$ cat src/hdl/lag_pkg.sv
// ----------------------------------------------------------------------------
// lag_pkg
// Shared types and constants of the toroidal life board engine.
// ----------------------------------------------------------------------------
package lag_pkg;

   localparam int ROW_W   = 6;   // row index field
   localparam int CELLS_W = 64;  // cell bits carried on the streams
   localparam int DIM_W   = 7;   // board_width / board_height registers
   localparam int REQ_W   = 2;   // request kind in tuser
   localparam int TDATA_W = 72;  // row index + cells, padded to bytes
   localparam int CSR_ADDR_W = 1;

   localparam logic [DIM_W-1:0] DIM_MIN   = 7'd8;
   localparam logic [DIM_W-1:0] DIM_RESET = 7'd64;

   localparam logic [CSR_ADDR_W-1:0] CSR_WIDTH  = 1'b0;
   localparam logic [CSR_ADDR_W-1:0] CSR_HEIGHT = 1'b1;

   typedef enum logic [REQ_W-1:0] {
      REQ_LOAD = 2'd0,
      REQ_STEP = 2'd1,
      REQ_EMIT = 2'd2
   } req_kind_type;

   typedef enum logic [1:0] {
      ST_IDLE,
      ST_PREP,
      ST_RUN
   } state_type;

   typedef struct packed {
      logic load_en;
      logic shift_en;
      logic tail;
   } cell_ctrl_type;

endpackage

$ cat src/hdl/lag_row_cell.sv
// ----------------------------------------------------------------------------
// lag_row_cell
// One board row register in the rotating row chain.
// ----------------------------------------------------------------------------
module lag_row_cell
   import lag_pkg::*;
#(
   parameter int WIDTH = 64
) (
   input  logic             clock,
   input  logic             reset,
   input  cell_ctrl_type    ctrl,
   input  logic [WIDTH-1:0] load_row,
   input  logic [WIDTH-1:0] neighbor_row,
   input  logic [WIDTH-1:0] feed_row,
   output logic [WIDTH-1:0] row_q
);

   logic [WIDTH-1:0] row_ff;
   logic [WIDTH-1:0] row_in;

   always_comb begin
      row_in = row_ff;
      if (ctrl.load_en) begin
         row_in = load_row;
      end else if (ctrl.shift_en) begin
         // the tail of the active board takes the row coming back from the head
         row_in = ctrl.tail ? feed_row : neighbor_row;
      end
   end

   always_ff @(posedge clock) begin
      if (reset) begin
         row_ff <= '0;
      end else begin
         row_ff <= row_in;
      end
   end

   assign row_q = row_ff;

endmodule

$ cat config.mk
export PLATFORM = sky130hd
export DESIGN_NAME = lag_row_cell
export DESIGN_NICKNAME = d
export VERILOG_FILES = /design/src/hdl/lag_pkg.sv /design/src/hdl/lag_row_cell.sv
export SDC_FILE = /design/constraint.sdc
export NUM_CORES = 1
export LEC_CHECK = 0
export ABC_AREA = 1
export BUFFER_PORTS_ARGS = -buffer_cell sky130_fd_sc_hd__buf_4
export CAP_MARGIN = 10
export CORE_AREA = 2 2 101 103
export CTS_CLUSTER_DIAMETER = 40
export CTS_CLUSTER_SIZE = 8
export DETAILED_ROUTE_END_ITERATION = 7
export DIE_AREA = 0 0 103 105
export PLACE_DENSITY = 0.87
export SLEW_MARGIN = 10
export SYNTH_ARGS = -nofsm -noshare
export SYNTH_HDL_FRONTEND = slang
export SYNTH_SLANG_ARGS = --single-unit
$ cat constraint.sdc
create_clock -name clock -period 1.2 [get_ports clock]
set_clock_uncertainty 0.05 [all_clocks]
set_input_delay 0.24 -clock clock [delete_from_list [all_inputs] [get_ports clock]]
set_output_delay 0.24 -clock clock [all_outputs]
set_load 0.02 [all_outputs]
-- After elaboration in Yosys (flattened, before gate mapping)
Index checks and enable logic that the tools add are counted.
- equality and inequality tests: 0
- bitwise logic cells: 0
- shift-type cells: 0
- $add $sub $neg: 0
- div/mod/pow operators: 0
- multiply operators: 0
- magnitude comparators: 0
- reductions and logical operators: 1
- mux-type cells: 3
- operators with widths (cell ; number):
    $mux 64 ; 3
    $reduce_bool 2->1 ; 1
- latch bits: 0
- memories: 0
- word-level logic and storage cells: 5
- bits of input ports: 197
- register bits: 64
- ROM bits: 0
- output and inout port bits: 64
- memory bits (writable): 0

-- Longest topological paths before layout
- word-level depth: 3
- mapped depth: 6
- mapped depth without buffers: 5

-- Worst setup path after synthesis
No wires, ideal clock.
- path kind: input port to flip-flop
- start: in reset
- end: reg row_ff[32] (netlist: row_q[32])
- data arrival time: 0.835 ns
- buffers on the path: 2
- cell stages on the path: 5
- data required time: 1.033 ns
- setup time: 0.117 ns
- path slack: 0.198 ns
- cell sequence: clkbuf_2 -> clkbuf_1 -> nor2_1 -> o21ai_0 -> nor2_1
- RTL lines (item ; line ; text):
    start, declared ; lag_row_cell.sv:11 ; input logic reset,
    end signal, assigned ; lag_row_cell.sv:36 ; row_ff <= row_in;
    end, declared ; lag_row_cell.sv:19 ; logic [WIDTH-1:0] row_ff;

-- Final worst setup path
- start: reg row_ff[2] (netlist: row_q[2])
- end: out row_q[2]
- RTL lines (item ; line ; text):
    end, declared ; lag_row_cell.sv:16 ; output logic [WIDTH-1:0] row_q
No word-level cell between the ends.

==> run metrics <==
Critical-path top delay cell dfxtp_1; final slew viol count 0; Fin. Hold Viols 0; power density over the cells 1010 mW/mm²; slowest stage delay, CP 0.36 ns; data required time of the worst path 0.91 ns; setup repair bufs after CTS 0; Multi-input gate area 0.00184 mm²; post-synthesis sequential area ratio 0.350; DRC Markers 0; clock root buffer clkbuf_8; CP top delay family flip-flops; Worst-Skew Late Latency 0.32 ns; Netlist cell types 15; H-tree Lvls 3; diode count 0; final setup vio count 0; core area 0.00964 mm²; FF+latch count, synth 64; RSZ-0062 raised after global routing no; fillers 910; hold buffer count at cts 0; Synth Area in Simple Gates 0.321; cts bufs inserted 9; largest net degree at the start of global routing 65; number of flip-flops in the largest register 64; nature of the critical path startpoint flip-flop; setup TNS 0 ns; num rows 36; CP max FO 2; GRT Total Usage 0.224; initial drt markers 142; area growth from synthesis to layout 64.5%; syn_nets 826; post-synthesis compound-gate area fraction 0.181; CTS sink cnt 64; # IOs 261; WHS 0.0921 ns; worst vdd ir 0.603 mV; crit path DAT 0.83 ns; LEAKAGE 3.53 nW; largest area contributor in the netlist dfxtp_1; Post-DRT Antenna Nets 0; Final nets 1074; post-synthesis area per instance 5.81 µm²; kind of critical path flip-flop to primary output; first-pass GRT wire length 19.6 mm; Area contributors post-synth dfxtp_1 35%, nand2_1 29%, a21oi_1 17%; Synth Warn # 0; total gr overflow 0; clock tree buffer depth 2; initial antenna violation count 0; Slew @ Worst Pin 0.301 ns; Worst Setup End Kind primary output; Synth Area in Adders 0; max cap viols 0; multiplexer area fraction after synthesis 0; die area 0.0108 mm²; Routed WL per cell 12.4 µm; initial core utilization 0.379; # resized after CTS 0; vias in the first global route 4430; Horiz. Die Dim 103 µm; # port buffers 260; Worst-path clk slew 0.08 ns; top-area cell type share of the netlist area 0.350; DP Wirelength 9.65 mm; layout cells sized above 1 0.331; synthesized instance count 629; class of the worst hold path input pin to flip-flop; Tcrit/Tclk final 0.935; Post-Syn Area 0.00366 mm²; Max-slew headroom 0.799; vias per cell 4.66; Critical path buffers and inverters 1; Pre-antenna DRT Iters 4; XOR/XNOR Fraction of Synth Area 0; total wire length 12.6 mm; status completed; CP Cell Sequence buf_4; placer congestion estimate 0.834; fin crit period 1.12 ns; total number of vias 4734; max frequency 892 MHz; combinational family with the most area after synthesis simple AND/OR/NAND/NOR gates; Die Ht 105 µm; FF+latch area 0.00128 mm²; CTS tree built
==> area by class of cell <==
cell class / count / share of cell area
Clock buffer: 13 / 0.0247
Sequential cell: 64 / 0.213
Clock inverter: 3 / 0.0108
Tap cell: 133 / 0.0277
Multi-Input combinational cell: 438 / 0.306
Timing Repair Buffer: 276 / 0.363
Inverter: 88 / 0.0549
==> stage by stage <==
stage               setup slack [ns]  cells  power (mW)  instance area, µm²  utilization
CTS                           0.0646   1015        6.14                6020        0.624
global placement              0.0176    999        4.05                5800        0.602
floorplan                      0.198    629        3.16                3660            -
detailed placement           0.00617    999        4.08                5800        0.602
finish                        0.0786   1015        6.08                6020        0.624
global route                  0.0401   1015        6.42                6020        0.624
==> power breakdown <==
group	switching [mW]	leakage, nW	internal [mW]
Sequential	0.0716	0.530	2.27
Clock	0.831	0.108	1.23
Combinational	0.815	2.89	0.864
Total	1.72	3.53	4.36
==> layout by cell type, fill, tap and decap left out <==
master,synthesis,routed
buf_4,7,267
clkinv_2,0,1
clkbuf_1,7,3
dfxtp_1,64,64
inv_2,1,1
inv_1,87,87
nand3_1,13,13
o21ai_0,6,6
a21oi_1,126,126
nor2_4,1,2
clkbuf_8,0,10
nand2_1,285,285
bufinv_16,0,2
nor2_1,6,6
buf_12,0,9
==> kinds of logic after synthesis <==
kind of cell / Yosys count
DFF: 64
AOI/OAI and AO/OA: 132
and+or+nand+nor: 306
buffers and inverters: 127
==> cells in the mapped netlist, drive strengths merged <==
cell,count
o21ai,6
buf,31
nor2,8
inv,88
dfxtp,64
clkbuf,8
nand2,285
a21oi,126
nand3,13
==> worst paths after layout <==
kind / end / start / slack [ns] / depth (start not counted)
worst max-delay path: row_q[2] / row_q[2]$_SDFFE_PP0P_ / 0.08 / 1
worst min-delay path: row_q[32]$_SDFFE_PP0P_ / neighbor_row[32] / 0.09 / 3
worst max register to register: row_q[2]$_SDFFE_PP0P_ / row_q[2]$_SDFFE_PP0P_ / 0.47 / 2
worst min register to register: row_q[59]$_SDFFE_PP0P_ / row_q[59]$_SDFFE_PP0P_ / 0.47 / 2
==> per-layer routing <==
layer	track usage	share of wire	up-vias
met3	0.0749	0.10	34
met2	0.384	0.48	220
met1	0.248	0.38	2065
met4	0.0930	0.030	0
met5	0	0	-
li1	-	-	2415
No activity file was read; power rests on OpenSTA's default activity.
