File: src/hdl/lag_pkg.sv
// ----------------------------------------------------------------------------
// lag_pkg
// Shared types and constants of the toroidal life board engine.
// ----------------------------------------------------------------------------
package lag_pkg;

   localparam int ROW_W   = 6;   // row index field
   localparam int CELLS_W = 64;  // cell bits carried on the streams
   localparam int DIM_W   = 7;   // board_width / board_height registers
   localparam int REQ_W   = 2;   // request kind in tuser
   localparam int TDATA_W = 72;  // row index + cells, padded to bytes
   localparam int CSR_ADDR_W = 1;

   localparam logic [DIM_W-1:0] DIM_MIN   = 7'd8;
   localparam logic [DIM_W-1:0] DIM_RESET = 7'd64;

   localparam logic [CSR_ADDR_W-1:0] CSR_WIDTH  = 1'b0;
   localparam logic [CSR_ADDR_W-1:0] CSR_HEIGHT = 1'b1;

   typedef enum logic [REQ_W-1:0] {
      REQ_LOAD = 2'd0,
      REQ_STEP = 2'd1,
      REQ_EMIT = 2'd2
   } req_kind_type;

   typedef enum logic [1:0] {
      ST_IDLE,
      ST_PREP,
      ST_RUN
   } state_type;

   typedef struct packed {
      logic load_en;
      logic shift_en;
      logic tail;
   } cell_ctrl_type;

endpackage

File: src/hdl/lag_row_rule.sv
// ----------------------------------------------------------------------------
// lag_row_rule
// Next generation of one row from a three-row window, wrapping at the width.
// ----------------------------------------------------------------------------
module lag_row_rule
   import lag_pkg::*;
#(
   parameter int MAX_COLS = 64
) (
   input  logic [MAX_COLS-1:0] above,
   input  logic [MAX_COLS-1:0] here,
   input  logic [MAX_COLS-1:0] below,
   input  logic [DIM_W-1:0]    act_w,
   output logic [MAX_COLS-1:0] next_row
);

   localparam int CIDX_W = $clog2(MAX_COLS);

   logic [DIM_W-1:0]  w_minus;
   logic [CIDX_W-1:0] wl;
   logic              a_edge;
   logic              h_edge;
   logic              b_edge;

   assign w_minus = act_w - 7'd1;
   assign wl      = w_minus[CIDX_W-1:0];
   // rightmost active column of each row, the left neighbor of column zero
   assign a_edge  = above[wl];
   assign h_edge  = here[wl];
   assign b_edge  = below[wl];

   genvar c;
   generate
      for (c = 0; c < MAX_COLS; c++) begin : g_col
         localparam int LC = (c == 0) ? 0 : c - 1;
         localparam int RC = (c == MAX_COLS - 1) ? 0 : c + 1;
         logic       at_edge;
         logic       al, ar, hl, hr, bl, br;
         logic [3:0] nsum;

         assign at_edge = (CIDX_W'(c) == wl);
         assign al = (c == 0) ? a_edge : above[LC];
         assign hl = (c == 0) ? h_edge : here[LC];
         assign bl = (c == 0) ? b_edge : below[LC];
         assign ar = at_edge ? above[0] : above[RC];
         assign hr = at_edge ? here[0]  : here[RC];
         assign br = at_edge ? below[0] : below[RC];

         assign nsum = 4'(al) + 4'(above[c]) + 4'(ar) + 4'(hl) + 4'(hr)
                     + 4'(bl) + 4'(below[c]) + 4'(br);

         assign next_row[c] = (DIM_W'(c) < act_w)
                            && ((nsum == 4'd3) || ((nsum == 4'd2) && here[c]));
      end
   endgenerate

endmodule

File: config.mk
export PLATFORM = sky130hd
export DESIGN_NAME = lag_row_rule
export DESIGN_NICKNAME = d
export VERILOG_FILES = /design/src/hdl/lag_pkg.sv /design/src/hdl/lag_row_rule.sv
export SDC_FILE = /design/constraint.sdc
export NUM_CORES = 1
export LEC_CHECK = 0
export BUFFER_PORTS_ARGS = -buffer_cell sky130_fd_sc_hd__buf_4
export CAP_MARGIN = 25
export CORE_ASPECT_RATIO = 1.2
export CORE_MARGIN = 5
export CORE_UTILIZATION = 55
export DETAILED_ROUTE_END_ITERATION = 7
export PLACE_DENSITY = 0.87
export SLEW_MARGIN = 40
export SYNTH_ARGS = -nofsm -noshare
export SYNTH_HDL_FRONTEND = slang
export SYNTH_SLANG_ARGS = --single-unit
File: constraint.sdc
create_clock -name vclk -period 8.5
set_input_delay 0.85 -clock vclk [all_inputs]
set_output_delay 0.85 -clock vclk [all_outputs]
set_load 0.005 [all_outputs]
# == Word-level counts from Yosys, hierarchy flattened ==
# Index checks and enable logic that the tools add are counted.
# classes
n_addsub,449
shift,0
n_mul,0
reduce_logical,193
n_div,0
bitwise,0
n_eq_ne,190
n_mux,195
order_cmp,65
# ops
cell,n
$add 4x1->4,256
$eq 4x2->1 const B,128
$add 3x1->4,64
$lt 6x7->1 const A,32
$add 2x1->3,64
$mux 1,192
$eq 6x6->1 const A,31
$add 1x1->2,64
$logic_and 1x1->1,128
$lt 5x7->1 const A,16
$eq 5x6->1 const A,16
$logic_or 1x1->1,64
$lt 4x7->1 const A,8
$eq 4x6->1 const A,8
$lt 3x7->1 const A,4
$eq 3x6->1 const A,4
$bmux 1 s6,3
$lt 1x7->1 const A,2
$lt 2x7->1 const A,2
$eq 2x6->1 const A,2
$lt 6x7->1 const B,1
$eq 1x6->1 const A,1
$logic_not 6->1,1
$sub 6x1->6 const B,1
# word_totals
mem_bits_rw,0
romBits,0
mem_count,0
reg_bits,0
latchBits,0
input_bits,199

# == Longest topological paths before layout ==
# depth
depth_word,14
depth_mapped,23
depth_no_buf,19

# == Worst setup path before layout ==
# OpenSTA, ideal clock, no wires.
# synth_path
kind,input-to-output
from,in act_w[0]
to,out next_row[0]
cell_stages,20
t_arrival_ns,6.237
slack_ns,1.413
path_cell_list,buf_2 buf_2 clkinv_1 ha_1 buf_4 xor2_1 mux4_2 mux2_2 o211ai_1 a31oi_1 fa_1 inv_1 fa_1 fa_1 inv_1 ha_1 fa_1 o21ai_0 o21ai_0 nor2_1
# synth_between
elab_chain_cells,14
word_cells_on_any_way,24
cone_classes,add/sub: 8; order compare: 1; eq/ne: 2; mux: 9; reduce/logical: 4
# synth_lines
element,line,rtl
"start, declared",lag_row_rule.sv:13,"input logic [DIM_W-1:0] act_w,"
$sub 6x1->6,lag_row_rule.sv:25,assign w_minus = act_w - 7'd1;
$bmux 1 s6,lag_row_rule.sv:28,assign a_edge = above[wl];
$mux 1 (implied by the code),lag_row_rule.sv:28,
$add 1x1->2,lag_row_rule.sv:49,assign nsum = 4'(al) + 4'(above[c]) + 4'(ar) + 4'(hl) + 4'(hr)
$add 2x1->3,lag_row_rule.sv:49,
$add 3x1->4,lag_row_rule.sv:49,
$add 4x1->4,lag_row_rule.sv:49,
$add 4x1->4 (3 in a row),lag_row_rule.sv:50,+ 4'(bl) + 4'(below[c]) + 4'(br);
$eq 4x2->1,lag_row_rule.sv:53,&& ((nsum == 4'd3) || ((nsum == 4'd2) && here[c]));
$logic_and 1x1->1,lag_row_rule.sv:53,
$logic_or 1x1->1,lag_row_rule.sv:53,
$logic_and 1x1->1 *,lag_row_rule.sv:53,
"end, declared",lag_row_rule.sv:14,output logic [MAX_COLS-1:0] next_row
# Mark *: on every way between the ends. The rest lies on a longest branch, timed or not. The select of a mux whose other input is x is not followed.

# == Worst setup path after layout ==
# Ends and elaborated chain as after synthesis.

==> metrics.txt <==
Die Wd 160 um; critical path class input port to primary output; leading area contributor after synthesis fa_1; critical path arrival 6650 ps; Layout area overhead 15.4%; max_cap viols 0; number of setup buffers added after CTS 0; initial antenna violation count 1; Syn Inst Count 1555; Crit path max-delay family adder cells; antenna viol nets, final 0; gpl congestion about 0.97; CP max-delay cell xnor2_4; Max FO, Critical Path 21; Post-Route WL about 50000 um; first-pass GRT wire length 78900 um; Final Critical Period 7500 ps; Hold Buf Count CTS 0; endpoints failing hold 0; FF+latch count 0; worst path required time 7650 ps; Synth Area per Inst 9.56 um^2; Placed Instances 2107; crit share post-route between 80% and 90%; Reg area 0 um^2; Worst Setup SP act_w[0]; maximum vdd drop 0.0663 mV; PwrDens 112 nW/um^2; sequential area share after synthesis 0%; Final nets about 2400; Setup Total Neg Slack 0 ps; fin cells 2108; share of cells above drive strength 1 22.4%; Avg WL per Cell 23.6 um; Worst slew margin 33.9%; Yosys warnings 0; max incr delay on CP 660 ps; count leader, synth fa_1; total iterations of the first detailed-routing run 6; core area 26900 um^2; Clock buffer cells 0; die footprint 30400 um^2; crit path capture type primary output; Unique masters post-synth 62; Hold WS 2100 ps; top-area cell type share of the netlist area 34.5%; Max Slew Vio Count 0; most frequent cells after synthesis fa_1, inv_1, ha_1; Hold Path Origin here[31]; Top cell by count, worst path fa_1; DRT iter0 DRCs 1066; top post-synthesis cells by area fa_1, ha_1, mux2i_1, mux4_2, inv_1; Peak Freq roughly 0.13 GHz; Buf/Inv on CP 5; GRT Util Overall between 30% and 40%; Starting Density 55.2%; RSZ-0062 raised after global routing no; Mapped Area ~15000 um^2; Top Ports 263; vias per cell 6.58; Worst setup SP type input port; largest net degree at the start of global routing between 60 and 70; Lkg Pwr roughly 8.7 nW; hpwl dp just over 40000 um; DRC errors left 0; Rows 66; status finished clean; die height around 190 um; Overflow after GRT 0; I/O Buffers roughly 260; number of global-route vias before repair 14800; Setup-failing EPs final 0; cell breakdown of the critical path buf_4 -> clkinv_1 -> ha_1 -> xnor2_4 -> mux4_2 -> nand2_1 -> a311oi_1 -> a311oi_1 -> a31oi_1 -> fa_1 -> inv_1 -> fa_1 -> fa_1 -> inv_1 -> ha_1 -> fa_1 -> o21ai_0 -> o21ai_0 -> nor2_1 -> buf_4; Worst-Margin Slew 989 ps; Min-Delay Path Class input port to primary output; Final Total Pwr 1.92 mW; post-synth net total 2207; Vias 13900; Resize count post-CTS 0
-- layer usage --
layer  track usage (%)  vias up  part of all wire, %
met2              53.6      882                   48
met4              19.2        0                  7.7
met5                 0        -                    0
met3              6.78      276                   10
met1              38.7     6812                   34
li1                  -     5907                    -
-- layout by cell type, fill, tap and decap left out, types with 16 or more instances in the layout --
cell type	n
a21oi_1	89
buf_4	271
fa_1	256
ha_1	196
inv_1	214
mux2_2	50
mux2i_1	139
mux4_2	38
nand2_1	106
nand3_1	85
nor2_1	39
nor3_1	16
o2111ai_1	20
o21ai_0	91
-- power breakdown --
group / switching, mW / internal (mW) / leakage [nW] / total, mW
Clock: 0 / 0.0000000158 / 0.00000634 / 0.0000000158
Sequential: 0 / 0 / 0 / 0
Combinational: 1.04 / 0.880 / 8.71 / 1.92
-- worst min-delay path: stages --
cell	delay, ps
buf_4	110
o2111a_1	190
buf_4	100
-- through the flow --
step / setup WS, ps / util, % / instance area, um^2
2_1_floorplan: 1410 / - / 14900
3_3_place_gp: 930 / 63.5 / 17100
3_5_place_dp: 1120 / 63.7 / 17100
4_1_cts: 1090 / 63.7 / 17100
5_1_grt: 758 / 63.7 / 17200
6_report: 996 / 63.7 / 17200
-- cell families (layout without fill, tap and decap cells) --
family / Yosys count / after routing / share of synthesized area (%)
AND/OR/NAND/NOR: 298 / 298 / 9.74
other: 0 / 1 / 0
AO/OA/AOI/OAI: 290 / 290 / 12.3
XOR/XNOR: 5 / 5 / 0.295
multiplexers: 231 / 231 / 19.3
buffers and inverters: 278 / 490 / 7.34
adder cells (fa/ha/maj): 453 / 453 / 51.0
-- layout make-up --
| type | count | area (um^2) |
|---|---|---|
| antenna | 1 | 2.50 |
| fill | 2137 | 9770 |
| tap | 340 | 425 |
| timing repair buffer | 274 | 2060 |
| multi-input combinational | 1277 | 13900 |
| inverter | 216 | 811 |
-- worst paths after layout --
path	endpoint	slack [ps]	cells past startpoint
max	next_row[0]	1000	20
min	next_row[31]	2100	3
(Power assumes the default switching activity.)
